<file path="src/rtl/hsr_pkg.sv">
// Package for the HSV hue shift recolor block: payload structs, constants,
// register indexes and the divider step function. No dependencies.
`default_nettype none
package hsr_pkg;

  localparam int NUM_STAGES = 14;

  localparam logic [14:0] HUE_TURN   = 15'd23040;
  localparam logic [14:0] HUE_SECTOR = 15'd3840;
  localparam logic [15:0] HUE_TWO_TURNS = 16'd46080;

  localparam logic [1:0] REG_HUE_OFFSET = 2'd0;
  localparam logic [1:0] REG_SAT_GAIN   = 2'd1;
  localparam logic [1:0] REG_VAL_GAIN   = 2'd2;

  typedef struct packed {
    logic [7:0] in_red;
    logic [7:0] in_green;
    logic [7:0] in_blue;
  } in_pix_t;

  typedef struct packed {
    logic [7:0] out_red;
    logic [7:0] out_green;
    logic [7:0] out_blue;
  } out_pix_t;

  // One lane of the restoring divider: partial remainder, a shift word that
  // holds the numerator bits still to come and collects quotient bits, and
  // the divisor.
  typedef struct packed {
    logic [7:0]  rem;
    logic [15:0] sh;
    logic [7:0]  den;
  } div_lane_t;

  function automatic div_lane_t div_step4(input div_lane_t lane);
    div_lane_t  l;
    logic [8:0] t;
    l = lane;
    for (int k = 0; k < 4; k++) begin
      t = {l.rem, l.sh[15]};
      l.sh = {l.sh[14:0], 1'b0};
      if (t >= {1'b0, l.den}) begin
        t = t - {1'b0, l.den};
        l.sh[0] = 1'b1;
      end
      l.rem = t[7:0];
    end
    return l;
  endfunction

endpackage
`default_nettype wire

</file>
<file path="src/rtl/hsr_div_stage.sv">
// One registered stage of the two-lane restoring divider, four quotient bits
// per lane. Depends on hsr_pkg.
`default_nettype none
module hsr_div_stage (
  input  wire                 clk,
  input  wire                 en,
  input  hsr_pkg::div_lane_t  hue_in,
  input  hsr_pkg::div_lane_t  sat_in,
  output hsr_pkg::div_lane_t  hue_out,
  output hsr_pkg::div_lane_t  sat_out
);
  import hsr_pkg::*;

  div_lane_t hue_r, sat_r;

  always_ff @(posedge clk) begin
    if (en) begin
      hue_r <= div_step4(hue_in);
      sat_r <= div_step4(sat_in);
    end
  end

  assign hue_out = hue_r;
  assign sat_out = sat_r;
endmodule
`default_nettype wire

</file>
<file path="src/rtl/hsv_hue_shift_recolor_top.sv">
// Top level of the HSV hue shift recolor block: pipeline, APB register file.
// Depends on hsr_pkg and hsr_div_stage.
//
// Usage: each input word is one 8-bit RGB pixel on in_data, moved when
// in_valid is high and in_stall is low. The pixel is taken to HSV, its hue
// is rotated by hue_offset (1/64 degree, wrapped into one turn), saturation
// and value are scaled by Q0.16 gains, and the pixel is taken back to RGB.
// Each result word appears on out_data with out_valid and leaves when
// out_stall is low. One result word for every input word, in order.
// Throughput is one pixel per cycle while the receiver does not stall,
// set by a 14-stage pipeline whose longest parts are the four divider
// stages (hue and saturation quotients, four bits per stage) and the
// gain and chroma multipliers.
// Each stage moves forward when it is empty or the stage after it moves,
// so empty slots are squeezed out and the block keeps taking pixels while
// a finished result waits; in_stall rises only when every stage is full
// and the receiver stalls. A stalled result holds steady.
// Reset empties the pipeline and sets hue_offset to 0 and both gains to
// 65535. Registers sit at byte addresses 0, 4 and 8 of the APB port. The
// user must write them only while the pipeline is empty: no check enforces it.
`default_nettype none
module hsv_hue_shift_recolor_top (
  input  wire               clk,
  input  wire               rst_n,
  input  wire               in_valid,
  output logic              in_stall,
  input  hsr_pkg::in_pix_t  in_data,
  output logic              out_valid,
  input  wire               out_stall,
  output hsr_pkg::out_pix_t out_data,
  input  wire               psel,
  input  wire               penable,
  input  wire               pwrite,
  input  wire  [3:0]        paddr,
  input  wire  [31:0]       pwdata,
  output logic [31:0]       prdata,
  output logic              pready
);
  import hsr_pkg::*;

  localparam int N = NUM_STAGES;

  localparam logic [1:0] SAT_DIV  = 2'd0;
  localparam logic [1:0] SAT_ZERO = 2'd1;
  localparam logic [1:0] SAT_FULL = 2'd2;

  // Configuration registers.
  logic [14:0] hue_offset_r;
  logic [15:0] sat_gain_r;
  logic [15:0] val_gain_r;
  logic        wr_en;

  assign pready = 1'b1;
  assign wr_en  = psel && penable && pwrite && pready;

  always_ff @(posedge clk) begin
    if (!rst_n) begin
      hue_offset_r <= 15'd0;
      sat_gain_r   <= 16'hFFFF;
      val_gain_r   <= 16'hFFFF;
    end else if (wr_en) begin
      case (paddr[3:2])
        REG_HUE_OFFSET: hue_offset_r <= pwdata[14:0];
        REG_SAT_GAIN:   sat_gain_r   <= pwdata[15:0];
        REG_VAL_GAIN:   val_gain_r   <= pwdata[15:0];
        default: ;
      endcase
    end
  end

  always_comb begin
    case (paddr[3:2])
      REG_HUE_OFFSET: prdata = {17'd0, hue_offset_r};
      REG_SAT_GAIN:   prdata = {16'd0, sat_gain_r};
      REG_VAL_GAIN:   prdata = {16'd0, val_gain_r};
      default:        prdata = 32'd0;
    endcase
  end

  // Valid bits and stage enables. A stage loads when any stage from it to the
  // output is empty or the receiver takes the word.
  logic [N:1] v_r;
  logic [N:1] en;

  always_comb begin
    logic full;
    for (int i = 1; i <= N; i++) begin
      full = out_stall;
      for (int j = i; j <= N; j++) full = full & v_r[j];
      en[i] = !full;
    end
  end

  always_ff @(posedge clk) begin
    if (!rst_n) begin
      v_r <= '0;
    end else begin
      if (en[1]) v_r[1] <= in_valid;
      for (int i = 2; i <= N; i++) begin
        if (en[i]) v_r[i] <= v_r[i-1];
      end
    end
  end

  assign in_stall  = !en[1];
  assign out_valid = v_r[N];

  // Stage 1: input pixel.
  logic [7:0] s1_r_r, s1_g_r, s1_b_r;
  always_ff @(posedge clk) begin
    if (en[1]) begin
      s1_r_r <= in_data.in_red;
      s1_g_r <= in_data.in_green;
      s1_b_r <= in_data.in_blue;
    end
  end

  // Stage 2: max, min, delta, hue sector base and divider set-up.
  typedef struct packed {
    logic [7:0]  mx;
    logic [14:0] base;
    logic        plus;
    logic [1:0]  smode;
  } side_t;

  side_t     side_r [2:6];
  div_lane_t hue_lane [0:4];
  div_lane_t sat_lane [0:4];

  side_t     s2_side;
  div_lane_t s2_hue, s2_sat;

  always_comb begin
    logic [7:0]  mx, mn, d, a;
    logic [11:0] a15;
    mx = s1_r_r;
    mn = s1_r_r;
    if (s1_g_r > mx) mx = s1_g_r;
    if (s1_b_r > mx) mx = s1_b_r;
    if (s1_g_r < mn) mn = s1_g_r;
    if (s1_b_r < mn) mn = s1_b_r;
    d = mx - mn;
    s2_side.mx = mx;
    if (d == 8'd0) begin
      s2_side.base = 15'd0;
      s2_side.plus = 1'b1;
      a = 8'd0;
    end else if (mx == s1_r_r) begin
      if (s1_g_r >= s1_b_r) begin
        s2_side.base = 15'd0;
        s2_side.plus = 1'b1;
        a = s1_g_r - s1_b_r;
      end else begin
        s2_side.base = HUE_TURN;
        s2_side.plus = 1'b0;
        a = s1_b_r - s1_g_r;
      end
    end else if (mx == s1_g_r) begin
      s2_side.base = 15'(2 * HUE_SECTOR);
      s2_side.plus = (s1_b_r >= s1_r_r);
      a = (s1_b_r >= s1_r_r) ? s1_b_r - s1_r_r : s1_r_r - s1_b_r;
    end else begin
      s2_side.base = 15'(4 * HUE_SECTOR);
      s2_side.plus = (s1_r_r >= s1_g_r);
      a = (s1_r_r >= s1_g_r) ? s1_r_r - s1_g_r : s1_g_r - s1_r_r;
    end
    // Hue numerator is 3840 * a, that is 15 * a shifted up by eight.
    a15 = {a, 4'd0} - {4'd0, a};
    s2_hue.rem = {4'd0, a15[11:8]};
    s2_hue.sh  = {a15[7:0], 8'd0};
    s2_hue.den = (d == 8'd0) ? 8'd1 : d;
    if (mx == 8'd0) begin
      s2_side.smode = SAT_ZERO;
      s2_sat.rem = 8'd0;
      s2_sat.den = 8'd1;
    end else if (d == mx) begin
      s2_side.smode = SAT_FULL;
      s2_sat.rem = 8'd0;
      s2_sat.den = 8'd1;
    end else begin
      s2_side.smode = SAT_DIV;
      s2_sat.rem = d;
      s2_sat.den = mx;
    end
    s2_sat.sh = 16'd0;
  end

  always_ff @(posedge clk) begin
    if (en[2]) begin
      side_r[2]   <= s2_side;
      hue_lane[0] <= s2_hue;
      sat_lane[0] <= s2_sat;
    end
  end

  // Stages 3 to 6: divider, sideband carried alongside.
  for (genvar k = 0; k < 4; k++) begin : g_div
    hsr_div_stage u_div (
      .clk     (clk),
      .en      (en[3+k]),
      .hue_in  (hue_lane[k]),
      .sat_in  (sat_lane[k]),
      .hue_out (hue_lane[k+1]),
      .sat_out (sat_lane[k+1])
    );
    always_ff @(posedge clk) begin
      if (en[3+k]) side_r[3+k] <= side_r[2+k];
    end
  end

  // Stage 7: hue from its sector base, saturation and value.
  logic [14:0] s7_h_r;
  logic [15:0] s7_s_r, s7_v_r;
  always_ff @(posedge clk) begin
    if (en[7]) begin
      s7_h_r <= side_r[6].plus ? side_r[6].base + hue_lane[4].sh[14:0]
                               : side_r[6].base - hue_lane[4].sh[14:0];
      case (side_r[6].smode)
        SAT_ZERO: s7_s_r <= 16'd0;
        SAT_FULL: s7_s_r <= 16'hFFFF;
        default:  s7_s_r <= sat_lane[4].sh;
      endcase
      // floor(M * 65536 / 255) clipped to 65535 is M * 257.
      s7_v_r <= {side_r[6].mx, side_r[6].mx};
    end
  end

  // Stage 8: hue rotation with wrap, gains.
  logic [15:0] s8_hs;
  logic [14:0] s8_h;
  logic [31:0] s8_sp, s8_vp;
  logic [14:0] s8_h_r;
  logic [15:0] s8_s_r, s8_v_r;

  always_comb begin
    s8_hs = {1'b0, s7_h_r} + {1'b0, hue_offset_r};
    if (s8_hs >= HUE_TWO_TURNS)
      s8_h = 15'(s8_hs - HUE_TWO_TURNS);
    else if (s8_hs >= {1'b0, HUE_TURN})
      s8_h = 15'(s8_hs - {1'b0, HUE_TURN});
    else
      s8_h = s8_hs[14:0];
    s8_sp = {16'd0, s7_s_r} * {16'd0, sat_gain_r};
    s8_vp = {16'd0, s7_v_r} * {16'd0, val_gain_r};
  end

  always_ff @(posedge clk) begin
    if (en[8]) begin
      s8_h_r <= s8_h;
      s8_s_r <= s8_sp[31:16];
      s8_v_r <= s8_vp[31:16];
    end
  end

  // Stage 9: chroma, sector and position within the sector.
  logic [31:0] s9_cp;
  logic [2:0]  s9_sec;
  logic [14:0] s9_secbase;
  logic [15:0] s9_c_r, s9_v_r;
  logic [2:0]  s9_sec_r;
  logic [11:0] s9_f_r;

  always_comb begin
    s9_cp = {16'd0, s8_v_r} * {16'd0, s8_s_r};
    if (s8_h_r < HUE_SECTOR)                  s9_sec = 3'd0;
    else if (s8_h_r < 15'(2 * HUE_SECTOR))    s9_sec = 3'd1;
    else if (s8_h_r < 15'(3 * HUE_SECTOR))    s9_sec = 3'd2;
    else if (s8_h_r < 15'(4 * HUE_SECTOR))    s9_sec = 3'd3;
    else if (s8_h_r < 15'(5 * HUE_SECTOR))    s9_sec = 3'd4;
    else                                      s9_sec = 3'd5;
    s9_secbase = 15'(HUE_SECTOR * s9_sec);
  end

  always_ff @(posedge clk) begin
    if (en[9]) begin
      s9_c_r   <= s9_cp[31:16];
      s9_v_r   <= s8_v_r;
      s9_sec_r <= s9_sec;
      s9_f_r   <= 12'(s8_h_r - s9_secbase);
    end
  end

  // Stage 10: chroma times the rising or falling ramp, and the offset m.
  logic [11:0] s10_fm;
  logic [27:0] s10_p_r;
  logic [15:0] s10_c_r, s10_m_r;
  logic [2:0]  s10_sec_r;

  assign s10_fm = s9_sec_r[0] ? 12'(HUE_SECTOR - {3'd0, s9_f_r}) : s9_f_r;

  always_ff @(posedge clk) begin
    if (en[10]) begin
      s10_p_r   <= {12'd0, s9_c_r} * {16'd0, s10_fm};
      s10_c_r   <= s9_c_r;
      s10_m_r   <= s9_v_r - s9_c_r;
      s10_sec_r <= s9_sec_r;
    end
  end

  // Stage 11: divide by 3840 as a shift by eight, then a reciprocal of 15
  // that may fall short by up to two.
  logic [19:0] s11_y;
  logic [32:0] s11_qp;
  logic [19:0] s11_y_r;
  logic [16:0] s11_q_r;
  logic [15:0] s11_c_r, s11_m_r;
  logic [2:0]  s11_sec_r;

  assign s11_y  = s10_p_r[27:8];
  assign s11_qp = {13'd0, s11_y} * 33'd4369;

  always_ff @(posedge clk) begin
    if (en[11]) begin
      s11_y_r   <= s11_y;
      s11_q_r   <= s11_qp[32:16];
      s11_c_r   <= s10_c_r;
      s11_m_r   <= s10_m_r;
      s11_sec_r <= s10_sec_r;
    end
  end

  // Stage 12: correct the quotient.
  logic [19:0] s12_rem;
  logic [15:0] s12_x;
  logic [15:0] s12_x_r, s12_c_r, s12_m_r;
  logic [2:0]  s12_sec_r;

  always_comb begin
    s12_rem = s11_y_r - ({3'd0, s11_q_r} * 20'd15);
    if (s12_rem >= 20'd30)      s12_x = 16'(s11_q_r + 17'd2);
    else if (s12_rem >= 20'd15) s12_x = 16'(s11_q_r + 17'd1);
    else                        s12_x = s11_q_r[15:0];
  end

  always_ff @(posedge clk) begin
    if (en[12]) begin
      s12_x_r   <= s12_x;
      s12_c_r   <= s11_c_r;
      s12_m_r   <= s11_m_r;
      s12_sec_r <= s11_sec_r;
    end
  end

  // Stage 13: six-sector placement plus m.
  logic [15:0] s13_cr, s13_cg, s13_cb;
  logic [15:0] s13_r_r, s13_g_r, s13_b_r;

  always_comb begin
    case (s12_sec_r)
      3'd0: begin s13_cr = s12_c_r; s13_cg = s12_x_r; s13_cb = 16'd0;   end
      3'd1: begin s13_cr = s12_x_r; s13_cg = s12_c_r; s13_cb = 16'd0;   end
      3'd2: begin s13_cr = 16'd0;   s13_cg = s12_c_r; s13_cb = s12_x_r; end
      3'd3: begin s13_cr = 16'd0;   s13_cg = s12_x_r; s13_cb = s12_c_r; end
      3'd4: begin s13_cr = s12_x_r; s13_cg = 16'd0;   s13_cb = s12_c_r; end
      default: begin s13_cr = s12_c_r; s13_cg = 16'd0; s13_cb = s12_x_r; end
    endcase
  end

  always_ff @(posedge clk) begin
    if (en[13]) begin
      s13_r_r <= s13_cr + s12_m_r;
      s13_g_r <= s13_cg + s12_m_r;
      s13_b_r <= s13_cb + s12_m_r;
    end
  end

  // Stage 14: Q0.16 to byte as (q * 255) >> 16; the sum never passes 65535,
  // so the result stays below 255 without a clip.
  logic [23:0] s14_r, s14_g, s14_b;
  out_pix_t    out_r;

  assign s14_r = {s13_r_r, 8'd0} - {8'd0, s13_r_r};
  assign s14_g = {s13_g_r, 8'd0} - {8'd0, s13_g_r};
  assign s14_b = {s13_b_r, 8'd0} - {8'd0, s13_b_r};

  always_ff @(posedge clk) begin
    if (en[14]) begin
      out_r.out_red   <= s14_r[23:16];
      out_r.out_green <= s14_g[23:16];
      out_r.out_blue  <= s14_b[23:16];
    end
  end

  assign out_data = out_r;
endmodule
`default_nettype wire

</file>
<file path="config.mk">
export PLATFORM = sky130hd
export DESIGN_NAME = hsv_hue_shift_recolor_top
export DESIGN_NICKNAME = d
export VERILOG_FILES = /design/src/rtl/hsr_pkg.sv /design/src/rtl/hsr_div_stage.sv /design/src/rtl/hsv_hue_shift_recolor_top.sv
export SDC_FILE = /design/constraint.sdc
export NUM_CORES = 2
export LEC_CHECK = 0
export BUFFER_PORTS_ARGS = -buffer_cell sky130_fd_sc_hd__buf_2
export CAP_MARGIN = 10
export CORE_UTILIZATION = 40
export CTS_CLUSTER_DIAMETER = 30
export DETAILED_ROUTE_END_ITERATION = 7
export SLEW_MARGIN = 20
export SYNTH_ARGS = -nofsm -noshare
export SYNTH_HDL_FRONTEND = slang
export SYNTH_SLANG_ARGS = --single-unit
</file>
<file path="constraint.sdc">
create_clock -name clk -period 11.39 [get_ports clk]
set_input_delay 1.139 -clock clk [delete_from_list [all_inputs] [get_ports clk]]
set_output_delay 1.139 -clock clk [all_outputs]
set_load 0.02 [all_outputs]
</file>
After elaboration in Yosys (flattened, before gate mapping). Memories as Yosys holds them, arrays and structs flattened. Cells that the tools add are included.

$add $sub $neg: 55. $mul: 7. Order comparisons: 48. Equal/unequal tests: 11. Multiplexer cells: 123. Bitwise gates (word level): 105. Reduce and logical (&&, ||, !) cells: 16.

Operators with widths (number): $mux W8 (64); $sub A8 B8 Y8 (36); $ge A9 B8 Y1 (31); $pmux W16 S2 (4); $and A1 B1 Y1 (105); $mul A16 B16 Y32 (3); $mux W16 (5); $sub A24 B16 Y24 (3); $mux W15 (4); $add A16 B16 Y16 (3); $pmux W16 S3 (1); $mux W1 (38); $mul A20 B13 Y33 const B (1); $lt A15 B14 Y1 const B (2); $mul A16 B12 Y28 (1); $eq A8 B8 Y1 (3); $ge A8 B8 Y1 (3); $ge A20 B4 Y1 const B (1); $ge A20 B5 Y1 const B (1); $mul A17 B4 Y20 const B (1); $sub A20 B20 Y20 (1); $add A15 B15 Y16 (1); $add A16 B1 Y16 const B (1); $add A16 B2 Y16 const B (1); 32 further kinds (51).

Bits in registers: 697. Bits in writable memories: 130. Bits of input ports: 67. Output and inout port bits: 59. Logic and storage cells: 444. Memories kept: 1.

Memory list: side_r (words 5, width 26, read ports 5, clocked after memory_dff 0, write ports 5, line hsv_hue_shift_recolor_top.sv:126) `side_t side_r [2:6];`.

Depth between registers and ports, before layout.
Depth after elaboration: 21. Depth in mapped cells: 49. Mapped depth without buffers: 47.

Cells and area by module. A second synthesis with hierarchy kept.

Cell total of the unflattened synthesis: 8098. Area total of the unflattened synthesis: 82897.0 um^2.

Modules (own cells, without submodules): hsv_hue_shift_recolor_top (instances 1, cells each 6030, area each 61256.2 um^2, seq. area each 16926.2 um^2); hsr_div_stage (instances 4, cells each 517, area each 5410.2 um^2, seq. area each 1921.8 um^2).

Worst setup path after synthesis. Ideal clock, no wire load.

Kind: register to register. Start: reg g_div[0].u_div.hue_r (netlist bit g_div[0].u_div.hue_out[1]). End: reg g_div[1].u_div.hue_r (netlist bit g_div[1].u_div.hue_out[25]), data pin. Setup time: 0.260 ns. Data arrival time: 8.956 ns. Data required time: 11.130 ns. Slack: 2.174 ns. Cell stages (with the launch flop): 47. Path buffers: 1. Period minus slack after synthesis: 9.216 ns. Cells stage by stage: edfxtp_1 > inv_1 > ha_1 > nor2b_1 > o21ai_1 > a21boi_0 > o21ai_0 > a21boi_1 > o21ai_0 > a2bb2oi_1 > nand2_1 > o21ai_0 > inv_1 > ha_1 > nor2b_1 > o21ai_0 > a21oi_1 > o21ai_1 > (+11 left out) > o21ai_0 > a21boi_0 > o21ai_0 > o211ai_1 > a21oi_1 > o211ai_1 > clkbuf_1 > a21oi_1 > ha_1 > a21oi_1 > o21ai_0 > a21oi_1 > o21ai_0 > a21o_1 > a21oi_1 > o21ai_0 > a211oi_4 > mux2_2.

Cells in the longest elaborated chain, start to end: 11. Elaborated cells on any way between the ends: 15. Those cells by class: add/sub: 4; order compare: 4; mux: 7.

Ends and longest elaborated chain: start, declared (line hsr_div_stage.sv:14) `div_lane_t hue_r, sat_r;`; start signal, assigned (line hsr_div_stage.sv:18) `hue_r <= div_step4(hue_in);`; $sub A8 B8 Y8 / $ge A9 B8 Y1 (equally long branches) (line hsr_pkg.sv:45, hsr_pkg.sv:44); $mux W8 (line hsr_pkg.sv:44) `if (t >= {1'b0, l.den}) begin`; $mux W8 (line hsr_div_stage.sv:17) `if (en) begin`; $sub A8 B8 Y8 / $ge A9 B8 Y1 (equally long branches) (line hsr_pkg.sv:45, hsr_pkg.sv:44); $mux W8 (line hsr_pkg.sv:44); $mux W8 (line hsr_div_stage.sv:17); $sub A8 B8 Y8 / $ge A9 B8 Y1 (equally long branches) (line hsr_pkg.sv:45, hsr_pkg.sv:44); $mux W8 (line hsr_pkg.sv:44); $mux W8 (line hsr_div_stage.sv:17); $ge A9 B8 Y1 / $sub A8 B8 Y8 (equally long branches) (line hsr_pkg.sv:44, hsr_pkg.sv:45); $mux W8 (*) (line hsr_pkg.sv:44); end signal, assigned (line hsr_div_stage.sv:18); end, declared (line hsr_div_stage.sv:14).

Mark *: on every way between the ends. The rest lies on a longest branch, timed or not. The select of a mux whose other input is x is not followed. A chain may end at the register's enable or synchronous reset.

Final worst setup path.
Start: reg g_div[0].u_div.sat_r (netlist bit g_div[0].u_div.sat_out[1]). End: reg g_div[1].u_div.sat_r (netlist bit g_div[1].u_div.sat_out[26]), data pin.

Cells in the longest elaborated chain, start to end: 11. Elaborated cells on any way between the ends: 15. Those cells by class: add/sub: 4; order compare: 4; mux: 7.

Ends and longest elaborated chain: start, declared (line hsr_div_stage.sv:14); start signal, assigned (line hsr_div_stage.sv:19) `sat_r <= div_step4(sat_in);`; $sub A8 B8 Y8 / $ge A9 B8 Y1 (equally long branches) (line hsr_pkg.sv:45, hsr_pkg.sv:44); $mux W8 (line hsr_pkg.sv:44); $mux W8 (line hsr_div_stage.sv:17); $sub A8 B8 Y8 / $ge A9 B8 Y1 (equally long branches) (line hsr_pkg.sv:45, hsr_pkg.sv:44); $mux W8 (line hsr_pkg.sv:44); $mux W8 (line hsr_div_stage.sv:17); $sub A8 B8 Y8 / $ge A9 B8 Y1 (equally long branches) (line hsr_pkg.sv:45, hsr_pkg.sv:44); $mux W8 (line hsr_pkg.sv:44); $mux W8 (line hsr_div_stage.sv:17); $ge A9 B8 Y1 / $sub A8 B8 Y8 (equally long branches) (line hsr_pkg.sv:44, hsr_pkg.sv:45); $mux W8 (*) (line hsr_pkg.sv:44); end signal, assigned (line hsr_div_stage.sv:19); end, declared (line hsr_div_stage.sv:14).

Marked as above.

==> results.tsv <==
stage	metric	value	unit
status	status	finished clean	
detailed_routing	Antenna Violating Nets Remaining	0	
clock_tree	Max clock buf depth	3	
worst_hold_path	worst min path class	flop to flop	
global_route	first-pass GRT wire length	294000	µm
global_route	vias in the first global route	56100	
sta	skew final	78.3	ps
synthesis	top post-synthesis cells by area	edfxtp_1 (27%), fa_1 (20%), ha_1 (15%)	
sta	max-slew violations	0	
floorplanning	Starting Density	0.404	
critical_path	CP Launch Type	flop	
sta	crit path time final	10280	ps
floorplanning	Die ar.	0.197	mm²
detailed_routing	routed len/inst	17.1	µm
clock_tree	CTS tree	built	
final_layout	filler instances	18000	
critical_path	CP Class	flop to flop	
detailed_routing	# DRC	0	
detailed_routing	Initial DRC Count	2988	
final_layout	Layout area overhead	11.3	%
clock_tree	H-tree depth	4	
critical_path	FF-to-FF setup slack	1110	ps
global_route	initial antenna violation count	2	
clock_tree	CTS clk-pin slew, worst paths	50	ps
critical_path	critical path endpoint category	flop	
global_route	largest net degree at the start of global routing	74	
synthesis	Avg Inst Size Synth	10.0	µm²
clock_tree	clk_lat worst skew	820	ps
synthesis	Post-synth EDFFs	699	
global_route	grt total ovfl	0	
place	Placer Congestion	0.910	
global_route	GR Util All Layers	0.185	
synthesis	synth cell count leaders	inv_1 (1252), nand2_1 (926), ha_1 (917)	
detailed_routing	DR pass1 iterations	8	
clock_tree	CTS buffer count	156	
final_layout	Antenna Cells	0	
critical_path	CP max-delay cell	a2bb2oi_1	
critical_path	critical path required time	11950	ps
floorplanning	I/O Pins	126	
synthesis	cell with the most instances after synthesis	inv_1	
synthesis	Seq/Total Area, Yosys	0.285	
sta	final hold violation count	0	
synthesis	async set-reset flop share out of synthesis	0	
sta	period utilization	0.903	
floorplanning	core area	0.193	mm²
final_layout	Final nets	9634	
job	MaxCap Viol Count	0	
detailed_routing	Via Count	54300	
critical_path	Max FO, Critical Path	11	
synthesis	post-synth cell types	100	
sta	Max Freq	97.3	MHz
sta	worst rel slew slack	0.307	
synthesis	dominant cell type by area after synthesis	edfxtp_1	
floorplanning	Std-Cell Rows	161	
detailed_routing	Routed WL	181000	µm
place	Buffers on Ports	90	
floorplanning	Die Y	443	µm
sta	Worst Max-Slew Pin Slew	1030	ps
detailed_routing	vias per cell	5.15	
critical_path	CP peak stage delay	680	ps
place	DPL Wire Length	143000	µm
clock_tree	Sink Count	760	
synthesis	Seq cells post-synth	760	
synthesis	YS warnings	0	
final_layout	layout cells sized above 1	0.0765	
clock_tree	root buffer cell	clkbuf_16	
synthesis	Post-Synthesis Cell Area	0.0780	mm²
sta	final setup fails	0	
synthesis	area share of the largest cell type after synthesis	0.269	
synthesis	Main synth FF type	edfxtp_1	
synthesis	Post-Syn Instances	7795	
floorplanning	die width	443	µm
critical_path	WP data arrival	10850	ps
sta	Setup TNS	0	ps
sta	RSZ-0062 raised after global routing	no	
critical_path	most used cell along the critical path	o21ai_0	
[per-stage QoR]
step	util	hold slack, ps	instances	area, µm²	worst slack (ps)
2_1_floorplan	-	400	7810	78000	2170
3_3_place_gp	0.420	400	10200	81000	1070
3_5_place_dp	0.420	405	10200	81000	1080
4_1_cts	0.449	370	10500	86700	1110
5_1_grt	0.450	387	10500	86800	66.5
6_report	0.450	363	10500	86800	1110
[metal layers]
layer / GRT usage / vias up / part of all wire
met2: 0.319 / 1153 / 0.49
met1: 0.237 / 26700 / 0.44
met5: 0 / - / 0
met3: 0.0251 / 306 / 0.040
met4: 0.0663 / 0 / 0.033
li1: - / 26100 / -
[worst max-delay path, delay by kind of cell (launching register included)]
kind            cells  cell delay [ps]
fa+ha+maj           4             1300
mux                 2              850
compound gates     27             5620
flops               1              450
simple gates        7             1250
buf+inv             3              540
[cells by family (layout without fill, tap and decap cells)]
family	count (synthesis)	after routing	synth area share
adder cells (fa/ha/maj)	1695	1695	0.347
buffers and inverters	1479	1677	0.0724
flip-flops	760	760	0.285
XOR/XNOR	386	386	0.0435
AO/OA/AOI/OAI	1115	1115	0.0946
multiplexers	213	213	0.0296
AND/OR/NAND/NOR	2145	2145	0.128
other	2	17	0.0000963
[cell usage in the layout, fill, tap and decap left out, types with 39 or more instances in the layout]
| cell type | netlist | layout |
|---|---|---|
| nand2b_1 | 48 | 48 |
| fa_1 | 777 | 777 |
| and2_1 | 300 | 300 |
| o21ai_0 | 277 | 276 |
| xnor2_1 | 265 | 264 |
| clkbuf_16 | 0 | 158 |
| ha_1 | 917 | 917 |
| nor3_1 | 75 | 74 |
| a21o_1 | 124 | 124 |
| nand4_1 | 39 | 39 |
| mux2_2 | 143 | 143 |
| dfxtp_1 | 61 | 61 |
| mux2i_1 | 70 | 70 |
| nand2_1 | 926 | 922 |
| xor2_1 | 120 | 120 |
| inv_1 | 1252 | 1245 |
| a21boi_0 | 62 | 62 |
| o21a_1 | 68 | 68 |
| and3_1 | 43 | 43 |
| nor2_1 | 406 | 406 |
| edfxtp_1 | 699 | 699 |
| nand3_1 | 107 | 105 |
| a21oi_1 | 264 | 264 |
| buf_2 | 10 | 90 |
| nor2b_1 | 83 | 82 |
[cell type report]
cell class,instances,area [µm²],share of cell area
Timing Repair Buffer,127,741,0.00854
Inverter,1257,4720,0.0544
Tap cell,2526,3160,0.0364
Clock inverter,121,1690,0.0195
Multi-Input combinational cell,5571,50200,0.579
Clock buffer,172,4020,0.0463
Sequential cell,760,22200,0.256
[worst paths after layout]
| check | from | end | cells past startpoint |
|---|---|---|---|
| min reg2reg | s11_c_r[10]$_DFFE_PN_ | s12_c_r[10]$_DFFE_PN_ | 0 |
| min | s11_c_r[10]$_DFFE_PN_ | s12_c_r[10]$_DFFE_PN_ | 0 |
| max reg2reg | g_div[0].u_div.sat_out[1]$_DFFE_PN_ | g_div[1].u_div.sat_out[26]$_DFFE_PN_ | 43 |
| max | g_div[0].u_div.sat_out[1]$_DFFE_PN_ | g_div[1].u_div.sat_out[26]$_DFFE_PN_ | 43 |
[flip-flops by register name, indices dropped and copies added, names as in the netlist, 17 cells and up]
signal / cells
side_r: 80
hue_lane: 20
s10_p_r: 20
out_data: 24
s11_y_r: 20
s11_q_r: 17
g_div.u_div.hue_out: 88
g_div.u_div.sat_out: 88
[timing repair]
action | in CTS | in global routing
hold buffers | 0 | 0
resized for setup | 0 | 3
endpoints found under the setup margin | 0 | 14
setup buffers | 0 | 1
Power is left out: the tool's default activity adds up to more than one toggle a clock period on the data nets, which glitch-free logic cannot reach.
